<file path="src/rtl/wrapped_voronoi_stone_shader_defines.svh">
// Assertion macros shared by the shader RTL.
// Defining ASSERT_OFF removes every check; no other dependencies.
`ifndef WRAPPED_VORONOI_STONE_SHADER_DEFINES_SVH
`define WRAPPED_VORONOI_STONE_SHADER_DEFINES_SVH
`ifndef ASSERT_OFF
`define WVS_ASSERT(lbl, clk, rst_n, prop) \
    lbl: assert property (@(posedge clk) disable iff (!rst_n) (prop)) \
        else $error("check failed in the stone shader");
`define WVS_ASSERT_NEXT(lbl, clk, rst_n, ante, cons) \
    lbl: assert property (@(posedge clk) disable iff (!rst_n) (ante) |=> (cons)) \
        else $error("sequence check failed in the stone shader");
`else
`define WVS_ASSERT(lbl, clk, rst_n, prop)
`define WVS_ASSERT_NEXT(lbl, clk, rst_n, ante, cons)
`endif
`endif

</file>
<file path="src/rtl/wvs_ram.sv">
// Generic single-clock RAM, one write port and one read port with registered read data.
// No dependencies.
module wvs_ram #(
    parameter int WIDTH = 52,
    parameter int DEPTH = 64,
    localparam int AW = (DEPTH > 1) ? $clog2(DEPTH) : 1
) (
    input  logic             i_clk,
    input  logic             i_we,
    input  logic [AW-1:0]    i_waddr,
    input  logic [WIDTH-1:0] i_wdata,
    input  logic             i_re,
    input  logic [AW-1:0]    i_raddr,
    output logic [WIDTH-1:0] o_rdata
);

    logic [WIDTH-1:0] r_mem [DEPTH];
    logic [WIDTH-1:0] r_rdata;

    always_ff @(posedge i_clk) begin
        if (i_we) begin
            r_mem[i_waddr] <= i_wdata;
        end
        if (i_re) begin
            r_rdata <= r_mem[i_raddr];
        end
    end

    assign o_rdata = r_rdata;

endmodule

</file>
<file path="config.mk">
export PLATFORM = sky130hd
export DESIGN_NAME = wvs_ram
export DESIGN_NICKNAME = d
export VERILOG_FILES = /design/src/rtl/wrapped_voronoi_stone_shader_defines.svh /design/src/rtl/wvs_ram.sv
export SDC_FILE = /design/constraint.sdc
export NUM_CORES = 2
export LEC_CHECK = 0
export BUFFER_PORTS_ARGS = -buffer_cell sky130_fd_sc_hd__buf_2
export CAP_MARGIN = 20
export CORE_ASPECT_RATIO = 1.2
export CORE_UTILIZATION = 55
export DETAILED_ROUTE_END_ITERATION = 10
export PLACE_DENSITY = 0.79
export SLEW_MARGIN = 20
export SYNTH_ARGS = -nofsm -noshare
export SYNTH_HDL_FRONTEND = slang
export SYNTH_SLANG_ARGS = --single-unit
</file>
<file path="constraint.sdc">
create_clock -name i_clk -period 7.2 [get_ports i_clk]
set_clock_uncertainty 0.1 [all_clocks]
set_input_delay 0.72 -clock i_clk [delete_from_list [all_inputs] [get_ports i_clk]]
set_output_delay 0.72 -clock i_clk [all_outputs]
set_load 0.005 [all_outputs]
</file>
==> results.md <==
- P&R area growth vs syn: 12.2%
- Routed vias/inst: 7.47
- Crit path DAT: 4.78 ns
- Post-route setup TNS: 0 ns
- Final #Nets: 5786
- FP Rows: 193
- Max Clk Rate: 0.247 GHz
- Pre-CTS setup slack: 2.43 ns
- Final std cells w/o fill: 9032
- Die area: 234000 µm²
- WL final: 382000 µm
- Post-route ant nets: 0
- H-tree depth: 5
- Yosys top cell by area: edfxtp_1
- DRC viols: 0
- Post-synthesis sequential area ratio: 79.6%
- Post-route setup slack: 3.15 ns
- Initial antenna violation count: 47
- Root buf cell: clkbuf_16
- Largest net degree at the start of global routing: 119
- Avg Cell Area, Syn: 23.6 µm²
- TritonCTS Buffers: 334
- Data required, critical path: 7.93 ns
- Initial DRC count: 12400
- Worst Setup SP: i_raddr[2]
- Max Buffers Root-to-Sink: 4
- Placed Instances: 8402
- Share of flip-flops with an asynchronous set or reset: 0%
- Lkg Pwr: 44.2 nW
- Io pins: 119
- Skew-Pair Late Insertion Delay: 0.98 ns
- Layout cells sized above 1: 27.5%
- Nature of the critical path startpoint: input pin
- Starting density of the core: 55.3%
- Worst R2R Start: r_mem[5][23]
- P per Cell Area: 284 nW/µm²
- Worst Path Max Fanout: 62
- Top_reg_cell synth: edfxtp_1
- Hold Path Origin: i_wdata[51]
- Fin. Hold Viols: 0
- Slew @ Worst Pin: 1.29 ns
- # Post-CTS Setup Buffers: 0
- Setup repair after global routing missed its margin: false
- IO Port Bufs: 118
- Commonest non-fill, non-tap cells in the layout: edfxtp_1, mux4_2, clkbuf_16, o22ai_1, buf_4
- Clock Sinks: 3380
- HP Class: input pin to register
- MaxCap Viol Count: 0
- Total GRT Usage: 32.9%
- Die extent in y: 529 µm
- Slew margin rel.: 13.8%
- Commonest non-fill, non-tap cell in the layout: edfxtp_1
- Post-synthesis cell count: 5410
- Die W: 441 µm
- Post-layout min period: 4.05 ns
- Hpwl dp: 193000 µm
- Hold WS: 0.104 ns
- DP Area: 132000 µm²
- Yosys top cell area share: 79.6%
- TritonCTS clock tree: yes
- YS warnings: 0
- First-pass GRT wire length: 524000 µm
- Hold-fix buffers, CTS: 0
- Post-Syn Nets: 5477
- Post-cts gate resize count: 0
- Final setup vio count: 0
- Core Area: 230000 µm²
- Fin crit share: 56.2%
- Placer Congestion: 0.850
- Mapped cell area: 127000 µm²
- Filler cell count: 14300
- Drt wl/cell: 42.3 µm
- Ranking of synthesized cells by area: edfxtp_1, mux4_2, mux2i_1
- Worst Setup Path Type: input pin to register
- Synth cell types: 39
- Final Cell Area: 143000 µm²
- Seq cells post-synth: 3380
- Max VDD drop: 0.000374 V
- Status: finished clean
- Vias: 67500
- Pins over their slew limit: 0
- Grt total ovfl: 0
- Reg clk slew, reported paths: 0.06 ns
- Detailed Routing Iterations Pass 1: 6
- EDFF count, synth: 3380
- Kind of end point of the critical path: register
- Vias in the first global route: 67500
[registers in the layout (all words and copies together), names as in the netlist]
signal and count:
o_rdata 52, r_mem 3328
[synth_stat cells (6+ instances only)]
library cell,number
edfxtp_1,3380
mux4_2,794
o22ai_1,181
clkbuf_1,125
mux2i_1,125
nor2_1,97
buf_2,96
a21oi_1,74
o221ai_1,64
buf_4,53
mux2_2,44
a221oi_1,41
nor4_1,40
a22oi_1,38
nand2_1,31
o22a_1,31
nor2b_1,25
buf_1,21
a22o_1,18
nand3_1,17
o21ai_1,16
nand2b_1,15
a211oi_1,13
and3_1,12
buf_6,12
o21a_1,9
o21ai_0,9
or2_2,6
[through the flow]
| stage | total power, mW | utilization [%] |
|---|---|---|
| floorplan | 23.3 | - |
| global placement | 24.1 | 57.3 |
| detailed placement | 24.2 | 57.5 |
| CTS | 40.6 | 61.9 |
| global route | 41.4 | 62.0 |
| finish | 40.7 | 62.0 |
[cell families after synthesis]
kind of cell | share of synthesized area, %
AOI/OAI and AO/OA | 2.70
buffers and inverters | 1.23
DFF | 79.6
muxes | 15.4
and+or+nand+nor | 1.03
[worst paths after layout]
| check | endpoint | slack [ns] | cells after the start |
|---|---|---|---|
| setup / recovery | o_rdata[42] | 3.15 | 9 |
| hold / removal | r_mem[26][51] | 0.10 | 1 |
| setup reg to reg | o_rdata[23] | 4.70 | 5 |
| hold reg to reg | o_rdata[3] | 0.83 | 4 |
[power by group]
part | internal, mW | switching, mW
registers | 21.8 | 0.116
clock network | 9.48 | 7.32
logic | 0.659 | 1.25
total | 32.0 | 8.69
[routing by layer]
metal	global-route usage, %	wire length [µm]	vias up
li1	-	-	24100
met1	39.3	115000	34300
met2	50.4	179000	7404
met3	10.6	56700	1697
met4	24.0	31700	36
met5	0	258	-
[area by class of cell]
| class | instances | area [µm²] | share of cell area, % |
|---|---|---|---|
| multi-input combinational | 1723 | 24900 | 17.5 |
| clock inverter | 164 | 1350 | 0.947 |
| antenna | 45 | 113 | 0.0788 |
| timing repair buffer | 280 | 2420 | 1.70 |
| clock buffer | 418 | 8820 | 6.17 |
| sequential | 3380 | 101000 | 71.0 |
| tap | 3022 | 3780 | 2.65 |
[worst max-delay path: stages]
cell	delay, ns
buf_8	0.34
buf_4	0.86
nor2b_2	0.15
buf_4	0.31
nand2b_2	0.14
buf_4	0.70
o22ai_1	0.20
nor4_1	1.02
o22a_1	0.25
Note: power is estimated with default switching activity, not from simulation.
