### src/rtl/wrapped_voronoi_stone_shader_defines.svh
// Assertion macros shared by the shader RTL.
// Defining ASSERT_OFF removes every check; no other dependencies.
`ifndef WRAPPED_VORONOI_STONE_SHADER_DEFINES_SVH
`define WRAPPED_VORONOI_STONE_SHADER_DEFINES_SVH
`ifndef ASSERT_OFF
`define WVS_ASSERT(lbl, clk, rst_n, prop) \
    lbl: assert property (@(posedge clk) disable iff (!rst_n) (prop)) \
        else $error("check failed in the stone shader");
`define WVS_ASSERT_NEXT(lbl, clk, rst_n, ante, cons) \
    lbl: assert property (@(posedge clk) disable iff (!rst_n) (ante) |=> (cons)) \
        else $error("sequence check failed in the stone shader");
`else
`define WVS_ASSERT(lbl, clk, rst_n, prop)
`define WVS_ASSERT_NEXT(lbl, clk, rst_n, ante, cons)
`endif
`endif

### src/rtl/wvs_pkg.sv
// Types, constants and small arithmetic functions of the stone shader.
// No dependencies; used by the channel interface users, the divider and the top level.
package wvs_pkg;

    localparam int COORD_W    = 8;
    localparam int COLOR_W    = 8;
    localparam int RAD_W      = 12;
    localparam int IDX_W      = 6;
    localparam int TILE_W     = 9;
    localparam int CNT_W      = 7;
    localparam int CFG_IDX_W  = 3;
    localparam int CFG_DATA_W = 9;
    localparam int D2_W       = 17;
    localparam int R2_W       = 24;
    localparam int NUM_W      = 35;
    localparam int DEN_W      = 27;
    localparam int W_W        = 8;
    localparam int STEP_W     = 3;

    localparam logic [CFG_IDX_W-1:0] CFG_TILE_SIZE  = 3'd0;
    localparam logic [CFG_IDX_W-1:0] CFG_SEED_COUNT = 3'd1;
    localparam logic [CFG_IDX_W-1:0] CFG_GAP_RED    = 3'd2;
    localparam logic [CFG_IDX_W-1:0] CFG_GAP_GREEN  = 3'd3;
    localparam logic [CFG_IDX_W-1:0] CFG_GAP_BLUE   = 3'd4;

    localparam logic KIND_SEED  = 1'b0;
    localparam logic KIND_QUERY = 1'b1;

    localparam logic [TILE_W-1:0] TILE_RESET = 9'd16;
    localparam logic [W_W-1:0]    MAX_WEIGHT = 8'd204;

    typedef struct packed {
        logic               kind;
        logic [IDX_W-1:0]   seed_index;
        logic [COORD_W-1:0] seed_x;
        logic [COORD_W-1:0] seed_y;
        logic [COLOR_W-1:0] seed_red;
        logic [COLOR_W-1:0] seed_green;
        logic [COLOR_W-1:0] seed_blue;
        logic [RAD_W-1:0]   seed_radius;
        logic [COORD_W-1:0] pixel_x;
        logic [COORD_W-1:0] pixel_y;
    } t_in_item;

    typedef struct packed {
        logic [COLOR_W-1:0] out_red;
        logic [COLOR_W-1:0] out_green;
        logic [COLOR_W-1:0] out_blue;
        logic               inside_stone;
        logic [IDX_W-1:0]   winner_index;
        logic               out_of_range;
    } t_out_item;

    typedef struct packed {
        logic [COORD_W-1:0] x;
        logic [COORD_W-1:0] y;
        logic [COLOR_W-1:0] red;
        logic [COLOR_W-1:0] green;
        logic [COLOR_W-1:0] blue;
        logic [RAD_W-1:0]   radius;
    } t_seed;

    localparam int SEED_W = $bits(t_seed);

    typedef struct packed {
        logic             start;
        logic [NUM_W-1:0] num;
        logic [DEN_W-1:0] den;
    } t_div_req;

    typedef struct packed {
        logic           done;
        logic [W_W-1:0] quot;
    } t_div_rsp;

    typedef enum logic [2:0] {
        S_IDLE,
        S_SCAN,
        S_FETCH,
        S_SQUARE,
        S_TEST,
        S_DIV,
        S_BLEND,
        S_RESULT
    } t_state;

    function automatic logic [COORD_W-1:0] clamp_coord(input logic [COORD_W-1:0] v,
                                                       input logic [TILE_W-1:0] tm1);
        return ({1'b0, v} > tm1) ? tm1[COORD_W-1:0] : v;
    endfunction

    function automatic logic [COORD_W-1:0] wrap_dist(input logic [COORD_W-1:0] a,
                                                     input logic [COORD_W-1:0] b,
                                                     input logic [TILE_W-1:0] t);
        logic [COORD_W-1:0] d;
        logic [TILE_W-1:0]  e;
        d = (a > b) ? (a - b) : (b - a);
        e = t - {1'b0, d};
        return ({1'b0, d} < e) ? d : e[COORD_W-1:0];
    endfunction

    function automatic logic [COLOR_W-1:0] blend_chan(input logic [COLOR_W-1:0] stone,
                                                      input logic [COLOR_W-1:0] gap,
                                                      input logic [W_W-1:0] w);
        logic [17:0] acc;
        acc = 18'(stone) * 18'(9'd256 - {1'b0, w}) + 18'(gap) * 18'(w) + 18'd128;
        return acc[15:8];
    endfunction

endpackage

### src/rtl/wvs_div.sv
// Restoring divider for the blend weight, one quotient bit per cycle.
// Depends on wvs_pkg for the request and response structs.
module wvs_div
    import wvs_pkg::*;
(
    input  logic     i_clk,
    input  logic     i_rst_n,
    input  t_div_req i_req,
    output t_div_rsp o_rsp
);

    logic [NUM_W-1:0]  r_rem;
    logic [NUM_W-1:0]  r_den;
    logic [W_W-1:0]    r_q;
    logic [STEP_W-1:0] r_step;
    logic              r_busy;
    logic              r_done;
    logic              ge;

    assign ge = (r_rem >= r_den);

    always_ff @(posedge i_clk) begin
        if (!i_rst_n) begin
            r_busy <= 1'b0;
            r_done <= 1'b0;
        end else begin
            r_done <= r_busy && (r_step == '0);
            if (i_req.start) begin
                r_busy <= 1'b1;
            end else if (r_busy && (r_step == '0)) begin
                r_busy <= 1'b0;
            end
        end
    end

    always_ff @(posedge i_clk) begin
        if (i_req.start) begin
            r_rem  <= i_req.num;
            r_den  <= NUM_W'({i_req.den, {(W_W-1){1'b0}}});
            r_q    <= '0;
            r_step <= STEP_W'(W_W - 1);
        end else if (r_busy) begin
            if (ge) begin
                r_rem <= r_rem - r_den;
            end
            r_q    <= {r_q[W_W-2:0], ge};
            r_den  <= r_den >> 1;
            r_step <= r_step - 1'b1;
        end
    end

    assign o_rsp.done = r_done;
    assign o_rsp.quot = r_q;

endmodule

### config.mk
export PLATFORM = sky130hd
export DESIGN_NAME = wvs_div
export DESIGN_NICKNAME = d
export VERILOG_FILES = /design/src/rtl/wrapped_voronoi_stone_shader_defines.svh /design/src/rtl/wvs_pkg.sv /design/src/rtl/wvs_div.sv
export SDC_FILE = /design/constraint.sdc
export NUM_CORES = 1
export LEC_CHECK = 0
export BUFFER_PORTS_ARGS = -buffer_cell sky130_fd_sc_hd__buf_2
export CAP_MARGIN = 20
export CORE_UTILIZATION = 53
export CTS_BUF_LIST = sky130_fd_sc_hd__clkbuf_16
export CTS_CLUSTER_DIAMETER = 120
export CTS_CLUSTER_SIZE = 40
export DETAILED_ROUTE_END_ITERATION = 10
export GPL_ROUTABILITY_DRIVEN = 1
export PLACE_DENSITY_LB_ADDON = 0.2
export SETUP_SLACK_MARGIN = 0.05
export SLEW_MARGIN = 10
export SYNTH_ARGS = -nofsm -noshare
export SYNTH_HDL_FRONTEND = slang
export SYNTH_SLANG_ARGS = --single-unit
export TNS_END_PERCENT = 20
### constraint.sdc
create_clock -name i_clk -period 3.9 [get_ports i_clk]
set_input_delay 0.195 -clock i_clk [delete_from_list [all_inputs] [get_ports i_clk]]
set_output_delay 0.195 -clock i_clk [all_outputs]
set_load 0.01 [all_outputs]
==> metrics, run 1 <==
number of distinct library cells after synthesis 65; Fin. Hold Viols 0; Async SR Flop Fraction 0%; CTS tree yes; Synth Area in Simple Gates 14.9%; crit-path max FO 10; max frequency 0.308 GHz; Synth Area in XOR/XNOR 3.08%; worst-margin pin slew 0.691 ns; Remaining DRCs 0; Clock Path Buffers 2; Clk Latency, worst-skew pair 0.35 ns; IO Port Bufs 73; antenna violations before repair 0; Yosys reg bits 82; cells after synthesis 570; post-cts repair resize count 0; slowest stage cell, crit path or4_4; largest net degree at the start of global routing 66; main combinational cell family by area after synthesis compound AO/OA/AOI/OAI gates; Clock Skews 0.00809 ns; Synth top area share 34.5%; final setup fails 0; global-route wire length before repair 19600 um; vias in the first global route 4294; Post-Synth Adder-Cell Area 8.72%; critical path, cell by cell ha_1 > a21oi_2 > o211ai_1 > a221o_1 > nor2b_4 > or4_4 > o211ai_1 > a41oi_4 > buf_4; vias per cell 5.79; fin crit share 83.3%; Slew headroom 53.9%; Peak VDD IR 0.000446 V; Worst setup SP type flip-flop; post-synthesis mux area share 3.36%; Core Box Area 9820 um^2; Via Count 4478; Ant. Diodes 0; Pins Over Slew Limit 0; WL final 12100 um; max_cap viols 0; FF-to-FF End r_rem[24]; gr ovfl total 0; Synth Area per Inst 9.47 um^2; pwr dens 640 nW/um^2; Final #Nets 738; hold buffer count at cts 0; register-to-register setup slack 0.65 ns; drt initial violations 170; Detail Route Antenna Nets 0; hold_sp i_rst_n; number of H-tree levels 3; Post CTS Setup Buffer Count 0; launching point of the worst reg2reg path r_rem[18]; most frequent cells in the layout buf_2 (72), edfxtp_1 (62), nand2_1 (59), inv_1 (51), nor2_1 (40); P&R area growth vs syn 14.6%; endpoint class of the critical path flip-flop; WHS 0.0673 ns; hold worst-path end r_busy; HPWL after DPL 8750 um; Critical Path RT 4.01 ns; sequential cell area fraction in the yosys report 41.9%; Worst Hold Depth 2; starting density of the core 55.0%; Tmin final 3.25 ns; fin area 6190 um^2; EDFF count, synth 62; status complete, no violations; r2r worst-path depth 9; standard-cell rows 36; placed inst area 5910 um^2; Area contributors post-synth edfxtp_1 (34%), ha_1 (8.3%), dfxtp_1 (7.4%), a22o_1 (4.2%), nand2_1 (4.1%); crit path DAT 3.36 ns; LEAKAGE 2.67 nW; Boundary Pins 74; Die Y 103 um; Post-Syn Area 5400 um^2; leading register cell type out of synthesis edfxtp_1; CP most frequent cell o211ai_1; Die X 103 um; commonest non-fill, non-tap cell in the layout buf_2; Yosys warning total 0; drt first pass iters 5; die area 10600 um^2; Crit Path Class reg -> reg; Final Wtd Congestion 0.896; Crit path largest cell delay 0.42 ns; clock sink count 82; final setup TNS 0 ns; clock-pin slew on the worst setup and hold paths 0.07 ns; Post-Syn Nets 672; Hold Path Class in -> reg; detail-routed net length per standard cell 15.6 um; area leader, netlist edfxtp_1; overall routing resource usage 24.1%; root buffer cell clkbuf_16; cts bufs inserted 9; RSZ-0062 raised after global routing no; layout cells sized above 1 17.8%; Compound-Gate Fraction of Synth Area 22.6%
[critical path, delay by kind of cell (launching register included)]
kind / cells / cell delay, ns
flops: 1 / 0.38
compound gates: 5 / 1.36
fa+ha+maj: 1 / 0.41
buf+inv: 1 / 0.28
simple gates: 2 / 0.58
[worst max-delay path by stage]
stage	startpoint	endpoint	slack, ns	cells after the start
floorplan	r_den[1]	r_rem[0]	0.49	9
global placement	r_rem[18]	r_rem[19]	0.74	9
detailed placement	r_rem[18]	r_rem[21]	0.65	9
CTS	r_rem[18]	r_rem[19]	0.64	9
global route	r_rem[18]	r_rem[19]	0.49	9
finish	r_rem[18]	r_rem[24]	0.65	9
[per-layer routing]
| layer | vias up | wire, um | GRT usage, % | share of wire [%] |
|---|---|---|---|---|
| li1 | 2238 | - | - | - |
| met1 | 2084 | 5580 | 31.0 | 46 |
| met2 | 137 | 5630 | 39.6 | 47 |
| met3 | 19 | 690 | 6.03 | 5.7 |
| met4 | 0 | 184 | 8.56 | 1.5 |
| met5 | - | 0 | 0 | 0 |
[cells in the mapped netlist, types with 2 or more instances]
| cell | number |
|---|---|
| nand2b_1 | 3 |
| nor3b_1 | 2 |
| nor2b_1 | 9 |
| o31ai_1 | 6 |
| o211ai_1 | 8 |
| a41oi_1 | 2 |
| dfxtp_1 | 20 |
| and3_1 | 5 |
| clkbuf_1 | 14 |
| and4_1 | 2 |
| a221oi_1 | 2 |
| o211a_1 | 2 |
| or3_1 | 2 |
| buf_1 | 7 |
| o2111ai_1 | 2 |
| a22o_1 | 26 |
| mux2i_1 | 17 |
| nor4_1 | 4 |
| o21ai_1 | 5 |
| a21o_1 | 15 |
| inv_1 | 50 |
| xor2_1 | 10 |
| xnor2_1 | 9 |
| nand4_1 | 6 |
| a21oi_2 | 4 |
| a21oi_1 | 33 |
| ha_1 | 36 |
| nand2_1 | 59 |
| o21ai_2 | 2 |
| nand3_1 | 9 |
| edfxtp_1 | 62 |
| o21ai_0 | 34 |
| a311oi_1 | 5 |
| o21a_1 | 4 |
| a211oi_1 | 4 |
| o21bai_1 | 3 |
| nor2_1 | 40 |
| o311ai_0 | 2 |
| nor3_1 | 10 |
| a21boi_0 | 2 |
| and2_1 | 7 |
| a31o_2 | 3 |
[kinds of logic after synthesis]
logic type,Yosys count
compound gates,173
xor+xnor,19
fa+ha+maj,37
buf+inv,75
flops,82
mux,18
simple gates,166
[power breakdown]
part	switching (W)	leakage, nW	internal, W
Clock	0.000375	0.143	0.000438
Sequential	0.0000767	0.796	0.00119
Combinational	0.00111	1.73	0.000766
Total	0.00156	2.67	0.00240
[state kept, by name (all words and copies together), names as in the netlist]
name / count
r_step: 3
r_busy: 1
r_q: 8
r_done: 1
r_den: 34
r_rem: 35
[metrics by stage]
step	util [%]	std cells	setup slack [ns]	total power, W
2_1_floorplan	-	570	0.495	0.00273
3_3_place_gp	60.2	758	0.741	0.00307
3_5_place_dp	60.2	758	0.655	0.00313
4_1_cts	63.0	774	0.640	0.00396
5_1_grt	63.0	774	0.490	0.00424
6_report	63.0	774	0.652	0.00396
[layout make-up]
class | count | area [um^2]
Inverter | 50 | 188
Tap cell | 133 | 166
Fill cell | 845 | 3630
Timing Repair Buffer | 80 | 433
Clock inverter | 7 | 51.3
Clock buffer | 9 | 225
Multi-Input combinational cell | 413 | 2860
Sequential cell | 82 | 2260
(Power assumes the default switching activity.)
==> inputs of run 2 (changes only) <==
- ABC_AREA: unset -> 1
- CORE_UTILIZATION: 53 -> 59
- clock period: 3.9 -> 3.12 ns (I/O delays scaled with it)
==> run 2 against run 1 <==
- non-clock buffer count shrank 1
- core utilization grew 7.4 points
- synthesized cell count grew 44%
- global-route usage grew 7.1 points
- clock skew is essentially flat
- design area grew 7.2%
- first-iteration DRC count grew 86%
- sequential cell count is the same
- worst hold slack lost 0.0040 ns
- combinational power is essentially flat
- sequential power grew 13%
- clock power grew 39%
- critical path type unchanged
- critical endpoint is now r_rem[15]
==> metrics, run 2 <==
endpoint class of the critical path flip-flop (unchanged); r2r worst-path depth 11 (was 9); Buf+Inv Stages, Crit Path 2 (was 1); largest registers r_rem: 35 flops, r_den: 34 flops, r_q: 8 flops (unchanged); Post-synth top cells nand2_1 (280), inv_1 (136), edfxtp_1 (62) (was edfxtp_1 (62), nand2_1 (59), inv_1 (50)); post-cts repair resize count 0 (unchanged); cell with the most instances after synthesis nand2_1 (was edfxtp_1); fin crit share 88.5% (was 83.3%); register-to-register setup slack 0.36 ns (was 0.65 ns); Yosys reg bits 82 (unchanged); Tmin final 2.76 ns (was 3.25 ns); hold_sp i_rst_n (unchanged); cts bufs inserted 9 (unchanged); Crit path largest cell delay 0.41 ns (was 0.42 ns); gr ovfl total 0 (unchanged); WHS 0.0633 ns (was 0.0673 ns); cell family with most CP delay simple AND/OR/NAND/NOR gates (was compound AO/OA/AOI/OAI gates); Critical Path RT 3.10 ns (was 4.01 ns); Remaining DRCs 0 (unchanged); Pins Over Slew Limit 0 (unchanged); fin area 6630 um^2 (was 6190 um^2); Sequential Power Share 32.1% (about the same); Worst setup SP type flip-flop (unchanged); hold worst-path end r_busy (unchanged); area leader, netlist edfxtp_1 (unchanged); crit-path max FO 27 (was 10); largest reg by FF count r_rem (unchanged); die area 10300 um^2 (was 10600 um^2); launching point of the worst reg2reg path r_den[12] (was r_rem[18]); switching power 0.00177 W (was 0.00156 W); leading register cell type out of synthesis edfxtp_1 (unchanged); placed inst area 6320 um^2 (was 5910 um^2); max FFs per register 35 (unchanged); Clock Path Buffers 2 (unchanged); CTS tree yes (unchanged); clock-pin slew on the worst setup and hold paths 0.07 ns (about the same); Detail Route Antenna Nets 0 (unchanged); slowest stage cell, crit path buf_4 (was or4_4); Crit Path Class reg -> reg (unchanged); Core Box Area 9420 um^2 (was 9820 um^2); Clk Latency, worst-skew pair 0.34 ns (was 0.35 ns); max_cap viols 0 (unchanged); status complete, no violations (unchanged); critical path, cell by cell inv_1 > ha_1 > nand2_1 > nor2_1 > nand2_1 > nor4_1 > a21oi_1 > nand2_1 > nand2_1 > nand2_1 > buf_4 (was ha_1 > a21oi_2 > o211ai_1 > a221o_1 > nor2b_4 > or4_4 > o211ai_1 > a41oi_4 > buf_4); drt first pass iters 5 (unchanged); crit path DAT 2.75 ns (was 3.36 ns); root buffer cell clkbuf_16 (unchanged); number of H-tree levels 3 (unchanged); Logic pwr share 42.6% (was 47.4%); CP most frequent cell nand2_1 (was o211ai_1); final std cells w/o fill 1030 (was 774); clock sink count 82 (unchanged); standard-cell rows 35 (was 36); vias in the first global route 5136 (was 4294); pwr dens 673 nW/um^2 (was 640 nW/um^2); WL final 15600 um (was 12100 um); Peak VDD IR 0.000366 V (was 0.000446 V); cells after synthesis 823 (was 570); Yosys warning total 0 (unchanged); final setup fails 0 (unchanged); fillers 787 (was 845); Clock power frac 25.3% (was 20.5%); LEAKAGE 3.34 nW (was 2.67 nW); Post CTS Setup Buffer Count 0 (unchanged); Die Y 101 um (was 103 um); number of distinct library cells after synthesis 36 (was 65); Final Wtd Congestion 0.967 (was 0.896); Final #Nets 998 (was 738); Post-Syn Nets 925 (was 672); commonest non-fill, non-tap cell in the layout nand2_1 (was buf_2); crit path from r_den[12] (was r_rem[18]); antenna violations before repair 0 (unchanged); Boundary Pins 74 (unchanged); Clock Skews 0.00815 ns (was 0.00809 ns); Synth top area share 32.0% (was 34.5%); dpl cells 1014 (was 758); max frequency 0.362 GHz (was 0.308 GHz); vias per cell 5.33 (was 5.79); most frequent cells in the layout nand2_1 (280), inv_1 (137), buf_2 (73), edfxtp_1 (62), o21ai_0 (51) (was buf_2 (72), edfxtp_1 (62), nand2_1 (59), inv_1 (51), nor2_1 (40)); FF-to-FF End r_rem[15] (was r_rem[24]); Internal 0.00269 W (was 0.00240 W); worst-margin pin slew 0.648 ns (was 0.691 ns); global-route wire length before repair 24600 um (was 19600 um); RSZ-0062 raised after global routing no (unchanged); Ant. Diodes 0 (unchanged); Post-Syn Area 5820 um^2 (was 5400 um^2); IO Port Bufs 73 (unchanged); overall routing resource usage 31.2% (was 24.1%); sequential cell area fraction in the yosys report 38.9% (was 41.9%); detail-routed net length per standard cell 15.1 um (was 15.6 um); largest net degree at the start of global routing 40 (was 66); P&R area growth vs syn 13.9% (was 14.6%); Area contributors post-synth edfxtp_1 (32%), nand2_1 (18%), inv_1 (8.8%), ha_1 (7.7%), dfxtp_1 (6.9%) (was edfxtp_1 (34%), ha_1 (8.3%), dfxtp_1 (7.4%), a22o_1 (4.2%), nand2_1 (4.1%)); layout cells sized above 1 14.2% (was 17.8%); Die X 101 um (was 103 um); starting density of the core 61.8% (was 55.0%); Worst Hold Depth 3 (was 2); EDFF count, synth 62 (unchanged); Fin. Hold Viols 0 (unchanged); Async SR Flop Fraction 0% (unchanged); Hold Path Class in -> reg (unchanged); Synth Area per Inst 7.07 um^2 (was 9.47 um^2); Via Count 5487 (was 4478); Slew headroom 56.8% (was 53.9%); Util after Layout 70.4% (was 63.0%); hold buffer count at cts 0 (unchanged); switching part of the total 39.7% (was 39.4%); HPWL after DPL 12100 um (was 8750 um); drt initial violations 316 (was 170); final setup TNS 0 ns (unchanged)
## run 2: logic make-up after synthesis
group | synth area share, %
XOR/XNOR | 1.05
AND/OR/NAND/NOR | 31.0
flip-flops | 38.9
AO/OA/AOI/OAI | 10.7
adder cells (fa/ha/maj) | 8.08
buffers and inverters | 10.3
## run 2: layer usage
| layer | GRT usage, % | vias to the layer above | wire length (um) | part of all wire [%] |
|---|---|---|---|---|
| met5 | 0 | - | 0 | 0 |
| met4 | 8.92 | 0 | 229 | 1.5 |
| met3 | 3.86 | 19 | 1010 | 6.5 |
| met2 | 51.6 | 192 | 7240 | 46 |
| met1 | 43.2 | 2492 | 7100 | 46 |
| li1 | - | 2784 | - | - |
## run 2: worst max-delay path by stage
stage,end,slack (ns),cells after the start
final,r_rem[15],0.36,11
after global placement,r_rem[26],0.48,10
after global routing,r_rem[15],0.18,10
after CTS,r_rem[15],0.38,11
after detailed placement,r_rem[14],0.40,11
after floorplan,r_rem[0],0.50,13
## run 2: area by class of cell
cell class	instances	area (um^2)	share of cell area [%]
clock inverters	6	63.8	0.962
inverters	140	526	7.92
flip-flops and latches	82	2260	34.1
clock buffers	10	250	3.77
well taps	129	161	2.43
multi-input cells	584	2960	44.6
repair buffers	79	410	6.19
## run 2: through the flow
step,setup slack [ns],power [W]
after floorplan,0.503,0.00283
after global placement,0.478,0.00326
after detailed placement,0.399,0.00331
after CTS,0.375,0.00444
after global routing,0.176,0.00475
final,0.360,0.00446
## run 2: power groups by stage
stage	clock network [W]	registers, W	logic, W
floorplan	0	0.00144	0.00140
global placement	0	0.00144	0.00182
detailed placement	0	0.00145	0.00186
CTS	0.00114	0.00143	0.00188
global route	0.00116	0.00144	0.00214
finish	0.00113	0.00143	0.00190
## run 2: worst min-delay path, delay by kind of cell
kind | cells | cell delay [ns]
buffers and inverters | 2 | 0.16
AOI/OAI and AO/OA | 1 | 0.04
